### config.mk
export PLATFORM = sky130hd
export DESIGN_NAME = rau_controller
export DESIGN_NICKNAME = d
export VERILOG_FILES = /design/src/rtl/rau_pkg.sv /design/src/rtl/rau_controller.sv
export SDC_FILE = /design/constraint.sdc
export NUM_CORES = 1
export LEC_CHECK = 0
export BUFFER_PORTS_ARGS = -buffer_cell sky130_fd_sc_hd__clkbuf_2
export CORE_AREA = 2 2 39 41
export DETAILED_ROUTE_END_ITERATION = 16
export DIE_AREA = 0 0 41 43
export PLACE_DENSITY = 0.55
export SLEW_MARGIN = 20
export SYNTH_ARGS = -nofsm -noshare
export SYNTH_HDL_FRONTEND = slang
export SYNTH_SLANG_ARGS = --single-unit
export TNS_END_PERCENT = 30
### constraint.sdc
create_clock -name clk -period 1.2 [get_ports clk]
set_input_delay 0.18 -clock clk [delete_from_list [all_inputs] [get_ports clk]]
set_output_delay 0.18 -clock clk [all_outputs]
set_load 0.02 [all_outputs]
### src/rtl/rau_pkg.sv
// Package: shared types, codes and constants of the rational arithmetic unit.
`timescale 1ns / 1ps
package rau_pkg;
	localparam int OPERAND_WIDTH = 32;
	localparam int WORD = 64;

	typedef enum logic [2:0] {
		ACT_ADD = 3'd0,
		ACT_SUB = 3'd1,
		ACT_MUL = 3'd2,
		ACT_DIV = 3'd3,
		ACT_CMP = 3'd4
	} action_t;

	localparam logic [1:0] ORD_LESS = 2'd0;
	localparam logic [1:0] ORD_EQUAL = 2'd1;
	localparam logic [1:0] ORD_GREATER = 2'd2;

	typedef struct packed {
		logic [2:0] action;
		logic signed [31:0] first_num;
		logic signed [31:0] first_den;
		logic signed [31:0] second_num;
		logic signed [31:0] second_den;
	} in_item_t;

	typedef struct packed {
		logic signed [63:0] result_num;
		logic signed [63:0] result_den;
		logic [1:0] order;
		logic zero_den;
	} out_item_t;

	typedef enum logic [3:0] {
		ST_IDLE,
		ST_MUL1,
		ST_MUL2,
		ST_COMBINE,
		ST_GCD_START,
		ST_GCD_STEP,
		ST_GCD_NEXT,
		ST_DIVN_START,
		ST_DIVN_STEP,
		ST_DIVD_START,
		ST_DIVD_STEP,
		ST_FINISH,
		ST_OUT
	} state_t;

	// Commands from controller to datapath.
	typedef struct packed {
		logic load;
		logic mul1;
		logic mul2;
		logic combine;
		logic gcd_start;
		logic div_start;
		logic div_step;
		logic gcd_next;
		logic div_num_done;
		logic div_den_done;
		logic finish;
	} cmd_t;

	// Status from datapath to controller.
	typedef struct packed {
		logic skip_gcd;
		logic rem_zero;
		logic div_last;
	} stat_t;
endpackage

### src/rtl/rau_controller.sv
// Controller: sequences products, gcd iterations, two divisions and output handshake.
`timescale 1ns / 1ps
module rau_controller (
	input logic clk,
	input logic arst_n,
	input logic in_valid,
	output logic in_stall,
	input logic out_stall,
	input rau_pkg::stat_t stat,
	output rau_pkg::cmd_t cmd,
	output logic div_for_den
);
	rau_pkg::state_t state_q, state_d;

	always_ff @(posedge clk or negedge arst_n) begin
		if (!arst_n) state_q <= rau_pkg::ST_IDLE;
		else state_q <= state_d;
	end

	always_comb begin
		state_d = state_q;
		cmd = '0;
		in_stall = 1'b1;
		div_for_den = 1'b0;
		case (state_q)
			rau_pkg::ST_IDLE: begin
				in_stall = 1'b0;
				if (in_valid) begin cmd.load = 1'b1; state_d = rau_pkg::ST_MUL1; end
			end
			rau_pkg::ST_MUL1: begin cmd.mul1 = 1'b1; state_d = rau_pkg::ST_MUL2; end
			rau_pkg::ST_MUL2: begin cmd.mul2 = 1'b1; state_d = rau_pkg::ST_COMBINE; end
			rau_pkg::ST_COMBINE: begin cmd.combine = 1'b1; state_d = rau_pkg::ST_GCD_START; end
			rau_pkg::ST_GCD_START: begin
				if (stat.skip_gcd) state_d = rau_pkg::ST_DIVN_START;
				else begin
					cmd.gcd_start = 1'b1; cmd.div_start = 1'b1;
					state_d = rau_pkg::ST_GCD_STEP;
				end
			end
			rau_pkg::ST_GCD_STEP: begin
				cmd.div_step = 1'b1;
				if (stat.div_last) state_d = rau_pkg::ST_GCD_NEXT;
			end
			rau_pkg::ST_GCD_NEXT: begin
				// Shift pair (b, a mod b); stop when remainder is zero.
				cmd.gcd_next = 1'b1;
				if (stat.rem_zero) state_d = rau_pkg::ST_DIVN_START;
				else begin cmd.div_start = 1'b1; state_d = rau_pkg::ST_GCD_STEP; end
			end
			rau_pkg::ST_DIVN_START: begin cmd.div_start = 1'b1; state_d = rau_pkg::ST_DIVN_STEP; end
			rau_pkg::ST_DIVN_STEP: begin
				cmd.div_step = 1'b1;
				if (stat.div_last) state_d = rau_pkg::ST_DIVD_START;
			end
			rau_pkg::ST_DIVD_START: begin
				cmd.div_num_done = 1'b1;
				cmd.div_start = 1'b1; div_for_den = 1'b1;
				state_d = rau_pkg::ST_DIVD_STEP;
			end
			rau_pkg::ST_DIVD_STEP: begin
				cmd.div_step = 1'b1;
				if (stat.div_last) state_d = rau_pkg::ST_FINISH;
			end
			rau_pkg::ST_FINISH: begin
				cmd.div_den_done = 1'b1; state_d = rau_pkg::ST_OUT;
			end
			rau_pkg::ST_OUT: begin
				// Register the result once the output register is free; hold otherwise.
				if (!out_stall) begin
					cmd.finish = 1'b1; state_d = rau_pkg::ST_IDLE;
				end
			end
			default: state_d = rau_pkg::ST_IDLE;
		endcase
	end
endmodule
==> results.sh, run 1 <==
export IMPL_antenna_found_initial=0
export IMPL_grt_ovfl_total=0
export IMPL_largest_reg_flops=4
export IMPL_final_util=0.579
export IMPL_path_clk_slew_ps=40
export IMPL_finalClockSkew_ps=1.39
export IMPL_min_period_ps=1470
export IMPL_violations="negative setup slack"
export IMPL_clock_path_buffers=2
export IMPL_synth_edf_count=0
export IMPL_report_final_slew_viol_count=0
export IMPL_cts_sinks=4
export IMPL_core_region_area_sq_um=1380
export IMPL_cp_top_family="flip-flops"
export IMPL_tightest_slew_ps=208
export IMPL_syn_inst=57
export IMPL_synthTopCellsByArea="dfrtp_1, nand2b_1, nor3_1, o21ai_0, nand2_1"
export IMPL_setup_violations=14
export IMPL_worst_slack_ps=-272
export IMPL_dp_hpwl_um=865
export IMPL_chipWidth_um=41
export IMPL_path_buf_inv=1
export IMPL_cp_max_fo=5
export IMPL_grt_pass1_wl_um=2070
export IMPL_vias=557
export IMPL_slew_headroom=0.861
export IMPL_ys_top_cells_by_count="nand2_1, nand2b_1, nor2_1, nor3_1, o21ai_0"
export IMPL_synth_area_sq_um=410
export IMPL_gp_congestion=0.793
export IMPL_top_register="state_q"
export IMPL_rsz0062_at_grt="yes"
export IMPL_start_util=0.297
export IMPL_p_leak_uw=0.000371
export IMPL_ys_warn_count=0
export IMPL_power_uw=2210
export IMPL_critPathArrivalTime_ps=1290
export IMPL_ctsHtreeMaxLevel=1
export IMPL_synth_top_area_frac=0.244
export IMPL_firstDrtPassIters=4
export IMPL_drt_wl_total_um=1300
export IMPL_critPathKind="reg2out"
export IMPL_dieHeight_um=43
export IMPL_top_regs="state_q x4"
export IMPL_drc=0
export IMPL_grt_start_max_net_pins=11
export IMPL_critPathLaunchType="flop"
export IMPL_viasPerCell=5.21
export IMPL_synth_ff_latch_count=4
export IMPL_n_fill_cell=131
export IMPL_synthArstFlopShare=1.00
export IMPL_grtUsageTotal=0.173
export IMPL_seq_area_frac_synth=0.244
export IMPL_cts_buffers=3
export IMPL_maxCapViolations=0
export IMPL_ys_dominant_reg_cell="dfrtp_1"
export IMPL_irDropWorstVdd_v=0.00129
export IMPL_io_buffer_count=19
export IMPL_avgRoutedWirePerCell_um=12.1
export IMPL_row_count=14
export IMPL_cp_cell_sequence="nand2b_4 -> mux2i_1 -> nand2_1 -> o21ai_2 -> buf_6"
export IMPL_ant_nets=0
export IMPL_syn_area_per_cell_sq_um=7.20
export IMPL_detailedPlace_worstSlack_ps=-131
export IMPL_io_pins=20
export IMPL_diodes=0
export IMPL_yosysTopAreaCell="dfrtp_1"
export IMPL_fmax_ghz=0.679
export IMPL_hp_class="in2reg"
export IMPL_synthToLayoutAreaGrowth_pct=95.1
export IMPL_fin_setup_tns_ps=-2410
export IMPL_status="finished with violations"
export IMPL_synth_net_count=64
export IMPL_layout_nets=100
export IMPL_die_area_sq_um=1760
export IMPL_worstSkewPairLatency_ps=230
export IMPL_grt_pass1_vias=532
export IMPL_power_density_nw_per_um2=2750
export IMPL_drtIter0Drc=6
export IMPL_drive_gt1_frac=0.659
export IMPL_critPathSlowestCell="dfrtp_1"
export IMPL_finalCritPeriodShare=1.23
export IMPL_end_kind="output pin"
export IMPL_slowest_delay_ps=410
export IMPL_worst_ep_required_time_ps=1020
export IMPL_finalHoldViolCount=0
export IMPL_cts_tree="done"
export IMPL_root_buffer="clkbuf_4"
export IMPL_netlist_cell_type_count=21
## per-stage QoR
step           cell area (sq um)  std cells  hold slack, ps
2_1_floorplan                423         57            -116
3_3_place_gp                 619        102           -11.8
3_5_place_dp                 619        102           -10.7
4_1_cts                      754        107             230
5_1_grt                      801        107             237
6_report                     801        107             230
## per-layer routing
layer	GRT usage	vias to the layer above	wire (um)
met5	0	-	0
met4	0.0933	0	0
met3	0.0314	0	61
met2	0.294	18	719
met1	0.189	265	515
li1	-	274	-
## where the power goes
part / internal (uW) / leakage, uW / total [uW] / switching [uW]
registers: 212 / 0.0000455 / 352 / 140
clock network: 112 / 0.0000138 / 163 / 51.0
logic: 875 / 0.000312 / 1690 / 815
## worst paths after layout
path	start	cells past startpoint	endpoint	slack [ps]
setup / recovery	state_q[3]	5	cmd[5]	-270
hold / removal	stat[0]	2	state_q[0]	230
setup reg to reg	state_q[1]	6	state_q[2]	-80
hold reg to reg	state_q[2]	2	state_q[2]	700
max in group asynchronous	arst_n	2	state_q[0]	790
min in group asynchronous	arst_n	2	state_q[2]	280
## cells by family (layout without fill, tap and decap cells)
logic type      count (synthesis)  count (layout)  share of synthesized area
mux                             1               1                     0.0244
compound gates                 17              17                      0.284
flops                           4               4                      0.244
buf+inv                         7              41                      0.104
simple gates                   28              28                      0.345
## area by class of cell
type | instances | area [sq um] | share of cell area
inverters | 1 | 3.75 | 0.00469
well taps | 16 | 20.0 | 0.0250
clock buffers | 3 | 22.5 | 0.0281
repair buffers | 37 | 305 | 0.381
multi-input cells | 46 | 345 | 0.431
flip-flops and latches | 4 | 104 | 0.130
## cell usage in the layout (no fill, tap or decap), types with 2 or more instances in the layout
| cell type | instances |
|---|---|
| clkbuf_4 | 4 |
| a21oi_1 | 3 |
| nor3_2 | 5 |
| o2bb2ai_1 | 2 |
| buf_6 | 7 |
| o21ai_1 | 2 |
| clkbuf_8 | 3 |
| o21ai_0 | 2 |
| dfrtp_2 | 3 |
| nor2_1 | 2 |
| clkbuf_2 | 8 |
| buf_4 | 17 |
| nand2_1 | 6 |
| nor2_2 | 3 |
| o22ai_1 | 2 |
| nand2b_1 | 3 |
| nand2b_4 | 3 |
## repair_timing
item,in CTS,in global routing
hold endpoints to repair,4,0
endpoints found under the setup margin,16,16
resized for setup,26,21
setup buffers,1,0
pin swaps,3,2
hold buffers,1,0
cloned,0,0
## worst reg2reg max path, stage by stage, from the launching register on
cell and delay (ps):
dfrtp_2 450, buf_4 170, buf_4 130, nand2b_1 130, a21oi_1 130, o21ai_0 90, o21ai_1 90
Power figures use the tool's default switching activity.
==> run 2, diff against run 1 <==
--- a/config.mk
+++ b/config.mk
@@ -5,10 +5,11 @@
 export SDC_FILE = /design/constraint.sdc
 export NUM_CORES = 1
 export LEC_CHECK = 0
-export BUFFER_PORTS_ARGS = -buffer_cell sky130_fd_sc_hd__clkbuf_2
+export BUFFER_PORTS_ARGS = -buffer_cell sky130_fd_sc_hd__buf_4
 export CORE_AREA = 2 2 39 41
 export DETAILED_ROUTE_END_ITERATION = 16
 export DIE_AREA = 0 0 41 43
+export GPL_TIMING_DRIVEN = 0
 export PLACE_DENSITY = 0.55
 export SLEW_MARGIN = 20
 export SYNTH_ARGS = -nofsm -noshare
==> run 2 against run 1 <==
  * The flow still finishes with violations (negative setup slack)
  * Highest routed layer unchanged
  * Sequential power fell by 14%
  * Largest power group unchanged
  * Via count shrank 7.0%
  * Combinational power decreased by 9%
  * Non-clock buffer count is 3 lower
  * First-iteration DRC count up 17%
==> results.sh, run 2 (synthesis results as in run 1) <==
export IMPL_top_register="state_q"
export IMPL_largest_reg_flops=4
export IMPL_finalCritPeriodShare=1.23
export IMPL_root_buffer="clkbuf_4"
export IMPL_cp_max_fo=8
export IMPL_worst_slack_ps=-279
export IMPL_io_buffer_count=19
export IMPL_post_place_cells=92
export IMPL_drtIter0Drc=7
export IMPL_hold_ws_ps=192
export IMPL_critPathSlowestCell="dfrtp_1"
export IMPL_gp_congestion=0.758
export IMPL_grtUsageTotal=0.152
export IMPL_layout_nets=97
export IMPL_diodes=0
export IMPL_violations="negative setup slack"
export IMPL_switching_share=0.471
export IMPL_ff2ff_setup_slack_ps=-40
export IMPL_final_cell_mix="buf_4, nand2_1, nor2_1, a21oi_1, o21ai_0"
export IMPL_cts_tree="done"
export IMPL_dp_hpwl_um=868
export IMPL_power_density_nw_per_um2=2720
export IMPL_p_clk_frac=0.079
export IMPL_drt_wl_total_um=1290
export IMPL_grt_start_max_net_pins=11
export IMPL_worst_ep_required_time_ps=1020
export IMPL_status="finished with violations"
export IMPL_synthToLayoutAreaGrowth_pct=79.9
export IMPL_core_region_area_sq_um=1380
export IMPL_tightest_slew_ps=219
export IMPL_dieHeight_um=43
export IMPL_finalClockSkew_ps=0.948
export IMPL_critPathArrivalTime_ps=1300
export IMPL_final_area_sq_um=738
export IMPL_sequentialPowerShare=0.152
export IMPL_p_leak_uw=0.000350
export IMPL_final_cells=104
export IMPL_clock_path_buffers=2
export IMPL_cp_cell_sequence="buf_6 -> nor3_4 -> a21oi_1 -> o21ai_1 -> buf_4"
export IMPL_grt_pass1_wl_um=1880
export IMPL_switching_power_uw=944
export IMPL_avgRoutedWirePerCell_um=12.4
export IMPL_detailedPlace_worstSlack_ps=-163
export IMPL_grt_ovfl_total=0
export IMPL_grt_pass1_vias=451
export IMPL_cts_buffers=3
export IMPL_end_kind="output pin"
export IMPL_slew_headroom=0.853
export IMPL_critPathKind="reg2out"
export IMPL_hp_class="in2reg"
export IMPL_viasPerCell=4.98
export IMPL_report_final_slew_viol_count=0
export IMPL_power_uw=2000
export IMPL_finalHoldViolCount=0
export IMPL_firstDrtPassIters=4
export IMPL_rsz0062_at_grt="yes"
export IMPL_critPathLaunchType="flop"
export IMPL_p_int_uw=1060
export IMPL_ant_nets=0
export IMPL_chipWidth_um=41
export IMPL_cts_sinks=4
export IMPL_slowest_delay_ps=400
export IMPL_maxCapViolations=0
export IMPL_min_period_ps=1480
export IMPL_drive_gt1_frac=0.557
export IMPL_irDropWorstVdd_v=0.00133
export IMPL_vias=518
export IMPL_fmax_ghz=0.676
export IMPL_path_clk_slew_ps=30
export IMPL_io_pins=20
export IMPL_antenna_found_initial=0
export IMPL_top_regs="state_q x4"
export IMPL_row_count=14
export IMPL_start_util=0.297
export IMPL_p_comb_frac=0.769
export IMPL_worstSkewPairLatency_ps=230
export IMPL_drc=0
export IMPL_final_common_cell="buf_4"
export IMPL_setup_violations=14
export IMPL_die_area_sq_um=1760
export IMPL_ctsHtreeMaxLevel=1
export IMPL_place_area_sq_um=586
## run 2: metrics by stage
| step | setup TNS (ps) | util |
|---|---|---|
| 2_1_floorplan | -489 | - |
| 3_3_place_gp | -596 | 0.423 |
| 3_5_place_dp | -660 | 0.423 |
| 4_1_cts | -3110 | 0.503 |
| 5_1_grt | -3720 | 0.533 |
| 6_report | -2690 | 0.533 |
## run 2: timing repair
item	4_1_cts	5_1_grt
resized for setup	12	6
hold buffers	1	0
hold endpoints to repair	4	0
setup endpoints to repair	14	15
setup buffers	5	4
pin swaps	4	2
## run 2: worst max-delay path, delay by kind of cell, from the launching register on
| kind | cells | cell delay, ps |
|---|---|---|
| AOI/OAI and AO/OA | 2 | 180 |
| buffers and inverters | 2 | 310 |
| DFF | 1 | 400 |
| and+or+nand+nor | 1 | 180 |
## run 2: metal layers
layer / global-route usage / share of wire / up-vias
met2: 0.234 / 0.51 / 14
met1: 0.209 / 0.42 / 236
met3: 0 / 0.060 / 0
li1: - / - / 268
met5: 0 / 0 / -
met4: 0.0800 / 0 / 0
## run 2: power groups by stage
stage	combinational [uW]	clock [uW]	sequential, uW
final	1540	159	304
after global routing	1690	171	314
after detailed placement	1190	0	282
after global placement	1180	0	282
after floorplan	843	0	263
after CTS	1400	171	301
## run 2: path summary, 6_finish.rpt
path	start	cells after the start	to
hold reg to reg	state_q[0]	2	state_q[1]
setup reg to reg	state_q[3]	5	state_q[1]
max in group asynchronous	arst_n	2	state_q[2]
hold / removal	stat[0]	2	state_q[0]
setup / recovery	state_q[0]	5	cmd[5]
min in group asynchronous	arst_n	2	state_q[0]
## run 2: cell type report
type                            instances  area (sq um)
Inverter                                1          3.75
Multi-Input combinational cell         46           327
Fill cell                             131           646
Tap cell                               16          20.0
Buffer                                  5          42.5
Sequential cell                         4           103
Timing Repair Buffer                   29           220
Clock buffer                            3          22.5
